$ cat src/rtl/utf8c_pkg.sv
// ----------------------------------------------------------------------------
// utf8c_pkg
// shared types and constants of the utf-8 codec
// ----------------------------------------------------------------------------
package utf8c_pkg;

  localparam int PointW  = 21;
  localparam int QDepth  = 4;
  localparam int QPtrW   = $clog2(QDepth);
  localparam int QCntW   = $clog2(QDepth + 1);

  localparam logic DIR_ENCODE = 1'b0;
  localparam logic DIR_DECODE = 1'b1;

  localparam logic [7:0] CONT_MARK  = 8'h80;
  localparam logic [7:0] LEAD2_MARK = 8'hC0;
  localparam logic [7:0] LEAD3_MARK = 8'hE0;
  localparam logic [7:0] LEAD4_MARK = 8'hF0;

  typedef logic [PointW-1:0] point_t;

  // one unit of work for the back end
  typedef struct packed {
    logic       is_enc;  // encode job: emit cnt+1 bytes
    logic [1:0] cnt;     // bytes minus one
    point_t     point;   // code point
    logic       bad;     // invalid lead result
  } job_t;

  typedef struct packed {
    logic full;
    logic empty;
  } q_stat_t;

endpackage

$ cat src/rtl/utf8c_front.sv
// ----------------------------------------------------------------------------
// utf8c_front
// accepts units, holds direction and decode state, queues result jobs
// ----------------------------------------------------------------------------
module utf8c_front (
  input  logic               clk,
  input  logic               rst,
  input  logic               cfg_wen,
  input  logic               cfg_wdata,
  input  logic               in_valid,
  output logic               in_ready,
  input  utf8c_pkg::point_t  in_unit,
  input  utf8c_pkg::q_stat_t q_stat,
  output logic               push,
  output utf8c_pkg::job_t    push_job
);

  logic               dir;
  logic [1:0]         pend;
  logic [1:0]         pend_next;
  utf8c_pkg::point_t  part;
  utf8c_pkg::point_t  part_next;
  utf8c_pkg::point_t  merged;
  logic [7:0]         b;
  logic               acc;
  logic               emit;

  assign in_ready = !q_stat.full;
  assign acc      = in_valid && in_ready;
  assign b        = in_unit[7:0];

  always_comb begin
    case (pend)
      2'd1:    merged = part | {15'b0, b[5:0]};
      2'd2:    merged = part | {9'b0, b[5:0], 6'b0};
      default: merged = part | {3'b0, b[5:0], 12'b0};
    endcase
  end

  always_comb begin
    pend_next     = pend;
    part_next     = part;
    emit          = 1'b0;
    push_job      = '0;
    push_job.point = in_unit;
    if (dir == utf8c_pkg::DIR_ENCODE) begin
      emit         = 1'b1;
      push_job.is_enc = 1'b1;
      if (in_unit[20:7] == '0)       push_job.cnt = 2'd0;
      else if (in_unit[20:11] == '0) push_job.cnt = 2'd1;
      else if (in_unit[20:16] == '0) push_job.cnt = 2'd2;
      else                           push_job.cnt = 2'd3;
    end else if (pend != 2'd0) begin
      pend_next = pend - 2'd1;
      if (pend == 2'd1) begin
        emit           = 1'b1;
        push_job.point = merged;
        part_next      = '0;
      end else begin
        part_next = merged;
      end
    end else if (!b[7]) begin
      emit           = 1'b1;
      push_job.point = {13'b0, b};
    end else if (b[7:5] == 3'b110) begin
      part_next = {10'b0, b[4:0], 6'b0};
      pend_next = 2'd1;
    end else if (b[7:4] == 4'b1110) begin
      part_next = {5'b0, b[3:0], 12'b0};
      pend_next = 2'd2;
    end else if (b[7:3] == 5'b11110) begin
      part_next = {b[2:0], 18'b0};
      pend_next = 2'd3;
    end else begin
      emit           = 1'b1;
      push_job.point = '0;
      push_job.bad   = 1'b1;
    end
  end

  assign push = acc && emit;

  always_ff @(posedge clk) begin
    if (rst) begin
      dir  <= utf8c_pkg::DIR_ENCODE;
      pend <= 2'd0;
      part <= '0;
    end else if (cfg_wen) begin
      dir  <= cfg_wdata;
      pend <= 2'd0;
      part <= '0;
    end else if (acc) begin
      pend <= pend_next;
      part <= part_next;
    end
  end

endmodule

$ cat src/rtl/utf8c_queue.sv
// ----------------------------------------------------------------------------
// utf8c_queue
// short job queue between front and back end
// ----------------------------------------------------------------------------
module utf8c_queue (
  input  logic               clk,
  input  logic               rst,
  input  logic               push,
  input  utf8c_pkg::job_t    push_job,
  input  logic               pop,
  output utf8c_pkg::job_t    head,
  output utf8c_pkg::q_stat_t stat
);

  utf8c_pkg::job_t               mem [utf8c_pkg::QDepth];
  logic [utf8c_pkg::QPtrW-1:0]   wr_ptr;
  logic [utf8c_pkg::QPtrW-1:0]   rd_ptr;
  logic [utf8c_pkg::QCntW-1:0]   count;

  assign stat.full  = (count == utf8c_pkg::QCntW'(utf8c_pkg::QDepth));
  assign stat.empty = (count == '0);
  assign head       = mem[rd_ptr];

  always_ff @(posedge clk) begin
    if (push) begin
      mem[wr_ptr] <= push_job;
    end
  end

  always_ff @(posedge clk) begin
    if (rst) begin
      wr_ptr <= '0;
      rd_ptr <= '0;
      count  <= '0;
    end else begin
      if (push) wr_ptr <= wr_ptr + 1'b1;
      if (pop)  rd_ptr <= rd_ptr + 1'b1;
      if (push && !pop)      count <= count + 1'b1;
      else if (pop && !push) count <= count - 1'b1;
    end
  end

endmodule

$ cat src/rtl/utf8c_back.sv
// ----------------------------------------------------------------------------
// utf8c_back
// takes jobs from the queue and streams one result per cycle while out_ready is high
// ----------------------------------------------------------------------------
module utf8c_back (
  input  logic               clk,
  input  logic               rst,
  input  utf8c_pkg::q_stat_t q_stat,
  input  utf8c_pkg::job_t    head,
  output logic               pop,
  output logic               out_valid,
  input  logic               out_ready,
  output utf8c_pkg::point_t  out_value,
  output logic               out_last,
  output logic               out_bad
);

  utf8c_pkg::job_t   job;
  logic              job_valid;
  logic [1:0]        idx;
  logic              load_out;
  logic              finishing;
  logic [7:0]        enc_byte;
  logic [5:0]        six;
  utf8c_pkg::point_t value_next;
  logic              last_next;

  assign load_out  = !out_valid || out_ready;
  assign finishing = job_valid && load_out && (idx == job.cnt);
  assign pop       = !q_stat.empty && (!job_valid || finishing);

  // six payload bits of the byte at position idx
  always_comb begin
    case (job.cnt - idx)
      2'd0:    six = job.point[5:0];
      2'd1:    six = job.point[11:6];
      2'd2:    six = job.point[17:12];
      default: six = {3'b0, job.point[20:18]};
    endcase
  end

  always_comb begin
    if (idx != 2'd0) begin
      enc_byte = utf8c_pkg::CONT_MARK | {2'b0, six};
    end else begin
      case (job.cnt)
        2'd0:    enc_byte = {1'b0, job.point[6:0]};
        2'd1:    enc_byte = utf8c_pkg::LEAD2_MARK | {3'b0, job.point[10:6]};
        2'd2:    enc_byte = utf8c_pkg::LEAD3_MARK | {4'b0, job.point[15:12]};
        default: enc_byte = utf8c_pkg::LEAD4_MARK | {5'b0, job.point[20:18]};
      endcase
    end
  end

  always_comb begin
    if (job.is_enc) begin
      value_next = {13'b0, enc_byte};
      last_next  = (idx == job.cnt);
    end else begin
      value_next = job.point;
      last_next  = 1'b1;
    end
  end

  always_ff @(posedge clk) begin
    if (rst) begin
      job_valid <= 1'b0;
      idx       <= 2'd0;
      out_valid <= 1'b0;
    end else begin
      if (pop) begin
        job_valid <= 1'b1;
        idx       <= 2'd0;
      end else if (finishing) begin
        job_valid <= 1'b0;
      end else if (job_valid && load_out) begin
        idx <= idx + 2'd1;
      end
      if (load_out) out_valid <= job_valid;
    end
  end

  always_ff @(posedge clk) begin
    if (pop) job <= head;
    if (load_out) begin
      out_value <= value_next;
      out_last  <= last_next;
      out_bad   <= job.bad && !job.is_enc;
    end
  end

endmodule

$ cat src/rtl/utf8_codec.sv
// ----------------------------------------------------------------------------
// utf8_codec
// utf-8 encoder / decoder with a direction register
// ----------------------------------------------------------------------------
// input stream s_*: one unit per transaction, a code point when encoding or a
// byte in the low 8 bits when decoding. output stream m_*: one result per
// transaction, a utf-8 byte with tlast on the final byte of a sequence, or a
// decoded code point with tlast always set and tuser flagging an invalid lead
// (data then zero). cfg_wen/cfg_wdata write the direction (0 encode, 1
// decode) and clear the decode state; write only while the block is idle.
// throughput: a unit is taken every cycle while the job queue has room; the
// output serializer gives one result per cycle while m_tready is high, so an
// encoded code point gives one to four results in turn. decode lead and
// middle bytes make no result and take no output transaction.
// stall: when m_tready is low the output register holds, the queue fills and
// s_tready drops once four jobs wait. reset (rst, synchronous) selects
// encode, clears the decode state and empties the queue.
// ----------------------------------------------------------------------------
module utf8_codec (
  input  logic        clk,
  input  logic        rst,
  input  logic        cfg_wen,
  input  logic        cfg_wdata,
  input  logic        s_tvalid,
  output logic        s_tready,
  input  logic [23:0] s_tdata,   // unit[20:0]
  output logic        m_tvalid,
  input  logic        m_tready,
  output logic [23:0] m_tdata,   // value[20:0]
  output logic        m_tlast,
  output logic        m_tuser    // invalid_lead
);

  logic               push;
  logic               pop;
  utf8c_pkg::job_t    push_job;
  utf8c_pkg::job_t    head;
  utf8c_pkg::q_stat_t q_stat;
  utf8c_pkg::point_t  out_value;

  utf8c_front u_front (
    .clk       (clk),
    .rst       (rst),
    .cfg_wen   (cfg_wen),
    .cfg_wdata (cfg_wdata),
    .in_valid  (s_tvalid),
    .in_ready  (s_tready),
    .in_unit   (s_tdata[20:0]),
    .q_stat    (q_stat),
    .push      (push),
    .push_job  (push_job)
  );

  utf8c_queue u_queue (
    .clk      (clk),
    .rst      (rst),
    .push     (push),
    .push_job (push_job),
    .pop      (pop),
    .head     (head),
    .stat     (q_stat)
  );

  utf8c_back u_back (
    .clk       (clk),
    .rst       (rst),
    .q_stat    (q_stat),
    .head      (head),
    .pop       (pop),
    .out_valid (m_tvalid),
    .out_ready (m_tready),
    .out_value (out_value),
    .out_last  (m_tlast),
    .out_bad   (m_tuser)
  );

  assign m_tdata = {3'b0, out_value};

  a_no_push_full: assert property (@(posedge clk) disable iff (rst)
    !(push && q_stat.full))
    else $error("push into full queue");

  a_no_pop_empty: assert property (@(posedge clk) disable iff (rst)
    !(pop && q_stat.empty))
    else $error("pop from empty queue");

  a_bad_is_zero: assert property (@(posedge clk) disable iff (rst)
    (m_tvalid && m_tuser) |-> (m_tlast && m_tdata == '0))
    else $error("invalid lead result not zero with last");

  a_ready_tracks_room: assert property (@(posedge clk) disable iff (rst)
    (q_stat.empty && !push) |=> s_tready)
    else $error("input stalled with empty queue");

endmodule

$ cat config.mk
export PLATFORM = sky130hd
export DESIGN_NAME = utf8_codec
export DESIGN_NICKNAME = d
export VERILOG_FILES = /design/src/rtl/utf8c_pkg.sv /design/src/rtl/utf8c_front.sv /design/src/rtl/utf8c_queue.sv /design/src/rtl/utf8c_back.sv /design/src/rtl/utf8_codec.sv
export SDC_FILE = /design/constraint.sdc
export NUM_CORES = 1
export LEC_CHECK = 0
export ABC_AREA = 1
export BUFFER_PORTS_ARGS = -buffer_cell sky130_fd_sc_hd__buf_2
export CAP_MARGIN = 10
export CORE_UTILIZATION = 50
export DETAILED_ROUTE_END_ITERATION = 10
export PLACE_DENSITY = 0.65
export SETUP_SLACK_MARGIN = 0.4
export SYNTH_ARGS = -nofsm -noshare
export SYNTH_HDL_FRONTEND = slang
export SYNTH_SLANG_ARGS = --single-unit
$ cat constraint.sdc
create_clock -name clk -period 3.8 [get_ports clk]
set_clock_uncertainty 0.05 [all_clocks]
set_input_delay 0.19 -clock clk [delete_from_list [all_inputs] [get_ports clk]]
set_output_delay 0.19 -clock clk [all_outputs]
set_load 0.02 [all_outputs]
==> impl_metrics.env <==
export IMPL_status="finished, final reports clean"
export IMPL_ys_seq_area_share_pct=62.4
export IMPL_cts_buffer_depth=2
export IMPL_final_cell_count_no_fill=1097
export IMPL_layout_common_cells="148 x edfxtp_1, 114 x nor2_1, 96 x nand2_1, 92 x o21ai_0, 80 x inv_1"
export IMPL_dr_total_vias=6082
export IMPL_rsz0062_at_grt="false"
export IMPL_numPortBuffers=51
export IMPL_wl_met2_mm=9.37
export IMPL_end_kind="flop"
export IMPL_fp_coreArea_um2=16000
export IMPL_cts_resized=0
export IMPL_final_setup_viol_count=0
export IMPL_grt_overflow_total=0
export IMPL_synth_warnings=0
export IMPL_place_hpwl_mm=13.0
export IMPL_viasPerCell=5.54
export IMPL_antenna_found_initial=0
export IMPL_synth_area_per_cell_um2=10.1
export IMPL_ys_ff_latch=183
export IMPL_synth_ff_type="edfxtp_1"
export IMPL_crit_type="flop to flop"
export IMPL_slowest_delay_ns=0.43
export IMPL_crit_chain="inv_1 -> ha_1 -> nor2_2 -> nor2_1 -> nand2_1 -> nand2_1 -> inv_1 -> ha_1 -> inv_1 -> fa_1 -> a21oi_1 -> o21ai_0 -> o21ai_0 -> a21oi_1"
export IMPL_maxSlewHeadroom_pct=42.6
export IMPL_cts_root_buf="clkbuf_16"
export IMPL_n_fill_cell=1378
export IMPL_grt_pass1_vias=5774
export IMPL_cts_made_buffers=17
export IMPL_drt_iter0_drc=405
export IMPL_drive_gt1_share_pct=13.5
export IMPL_ant_nets=0
export IMPL_synth_edf_count=148
export IMPL_period_needed_ns=3.10
export IMPL_synth_cell_area_um2=8250
export IMPL_initial_core_util_pct=51.5
export IMPL_met1_length_mm=7.77
export IMPL_tightestPinTransition_ns=0.861
export IMPL_boundaryPins=58
export IMPL_die_x_um=130
export IMPL_slew_viol_final=0
export IMPL_crit_slowest_cell="fa_1"
export IMPL_htree_num_levels=4
export IMPL_cp_common_cell="inv_1"
export IMPL_clk_pin_slew_ns=0.07
export IMPL_track_usage_pct=23.3
export IMPL_worst_ep_required_time_ns=4.05
export IMPL_chipHeight_um=130
export IMPL_fmax_ghz=0.322
export IMPL_cellLeakagePower_nw=3.63
export IMPL_fin_total_pwr_mw=6.62
export IMPL_drc=0
export IMPL_clock_latency_ns=0.42
export IMPL_drt_pass1_iterations=5
export IMPL_fin_util_pct=58.3
export IMPL_drv_cap=0
export IMPL_cts_tree="done"
export IMPL_routedWlPerCell_um=17.1
export IMPL_arrival_ns=3.35
export IMPL_detailed_place_area_um2=8700
export IMPL_grt_pass1_wl_mm=29.2
export IMPL_num_antenna_cells=0
export IMPL_top_layer="met4"
export IMPL_netlist_instances=815
export IMPL_peakVddDrop_v=0.000360
export IMPL_yosysUniqueCellTypes=40
export IMPL_areaGrowthSynthToFinish_pct=13.2
export IMPL_fin_setup_tns_ns=0
export IMPL_gp_congestion=0.901
export IMPL_cts_sink_count=183
export IMPL_finalHoldViolations=0
export IMPL_num_rows=46
export IMPL_routed_wl_mm=18.7
export IMPL_dieArea_um2=17000
export IMPL_dp_cells=1061
export IMPL_hp_class="primary input to flop"
export IMPL_p_per_area_nw_per_um2=710
export IMPL_fin_area_um2=9330
export IMPL_worst_setup_path_start_kind="flop"
export IMPL_async_flop_share_pct=0
export IMPL_post_route_period_util_pct=81.6
export IMPL_multiInputGateArea_um2=2620
export IMPL_final_common_cell="edfxtp_1"
export IMPL_worstPathMaxFanout=9
export IMPL_nets=915
export IMPL_seqCellArea_um2=5140
export IMPL_met3_length_um=994
export IMPL_grt_max_degree=52
through the flow:
| step | hold slack (ns) | worst slack (ns) |
|---|---|---|
| 2_1_floorplan | 0.209 | 0.956 |
| 3_3_place_gp | 0.388 | 0.800 |
| 3_5_place_dp | 0.385 | 0.724 |
| 4_1_cts | 0.114 | 0.726 |
| 5_1_grt | 0.159 | 0.400 |
| 6_report | 0.133 | 0.698 |
cell usage after synthesis, types with 2 or more instances:
library cell / count / area [um2]
o211ai_1: 5 / 37.5
buf_1: 2 / 7.51
buf_6: 3 / 33.8
or2_2: 4 / 25.0
clkinv_1: 2 / 7.51
nor2_1: 118 / 443
nor2_2: 4 / 25.0
o31ai_1: 5 / 37.5
clkbuf_1: 20 / 75.1
nand4_1: 3 / 18.8
o22ai_1: 30 / 188
inv_1: 80 / 300
buf_2: 6 / 30.0
dfxtp_1: 35 / 701
o2111ai_1: 5 / 43.8
nand3_1: 64 / 320
nand3_2: 4 / 40.0
edfxtp_1: 148 / 4440
a31oi_1: 2 / 12.5
nor2_4: 2 / 22.5
ha_1: 16 / 200
nor3_1: 2 / 10.0
a21oi_1: 48 / 240
o21ai_0: 92 / 460
buf_4: 5 / 37.5
nand2_1: 96 / 360
final timing paths:
path,start,cells after the start,slack (ns),endpoint
setup / recovery,u_front.pend[0],14,0.70,u_queue.count[2]
hold / removal,s_tdata[14],3,0.13,u_queue.mem[2][15]
setup reg to reg,u_front.pend[0],14,0.70,u_queue.count[2]
hold reg to reg,u_front.part[11],2,0.41,u_front.part[11]
report_power, final:
group / switching [mW] / leakage [nW] / internal (mW)
registers: 0.213 / 1.69 / 2.75
logic: 1.35 / 1.65 / 0.598
clock network: 0.716 / 0.286 / 1.00
per-layer routing:
| metal | vias to the layer above | track usage (%) |
|---|---|---|
| li1 | 2947 | - |
| met1 | 2873 | 28.1 |
| met2 | 220 | 40.4 |
| met3 | 42 | 3.99 |
| met4 | 0 | 12.0 |
| met5 | - | 0 |
registers in the layout, indices dropped and copies added, names as in the netlist, 2 cells and up:
register          count
u_queue.mem         100
u_queue.count         3
u_queue.rd_ptr        2
u_back.job           25
u_front.pend          2
u_queue.wr_ptr        2
u_back.idx            2
u_front.part         21
u_back.out_value     21
final cells by class:
class | instances | area share, %
well taps | 216 | 2.90
clock buffers | 23 | 5.35
inverters | 83 | 3.34
flip-flops and latches | 183 | 55.1
multi-input cells | 514 | 28.0
repair buffers | 69 | 4.29
clock inverters | 9 | 0.952
logic make-up (layout without fill, tap and decap cells):
group | Yosys count | after routing | share of synthesized area, %
simple gates | 302 | 302 | 15.9
compound gates | 192 | 192 | 12.9
flops | 183 | 183 | 62.4
buf+inv | 120 | 184 | 6.10
fa+ha+maj | 17 | 17 | 2.67
other cells | 1 | 3 | 0.0455
critical path, delay by kind of cell, from the launching register on:
family | cells | cell delay, ns
AOI/OAI and AO/OA | 4 | 0.46
adders and majority gates | 3 | 0.95
buffers and inverters | 3 | 0.33
DFF | 1 | 0.39
and+or+nand+nor | 4 | 0.81
what timing repair did:
action,4_1_cts,5_1_grt
buffers inserted,0,0
hold endpoints to repair,3,0
hold buffers,4,0
endpoints found under the setup margin,0,0
Power figures use the tool's default switching activity.
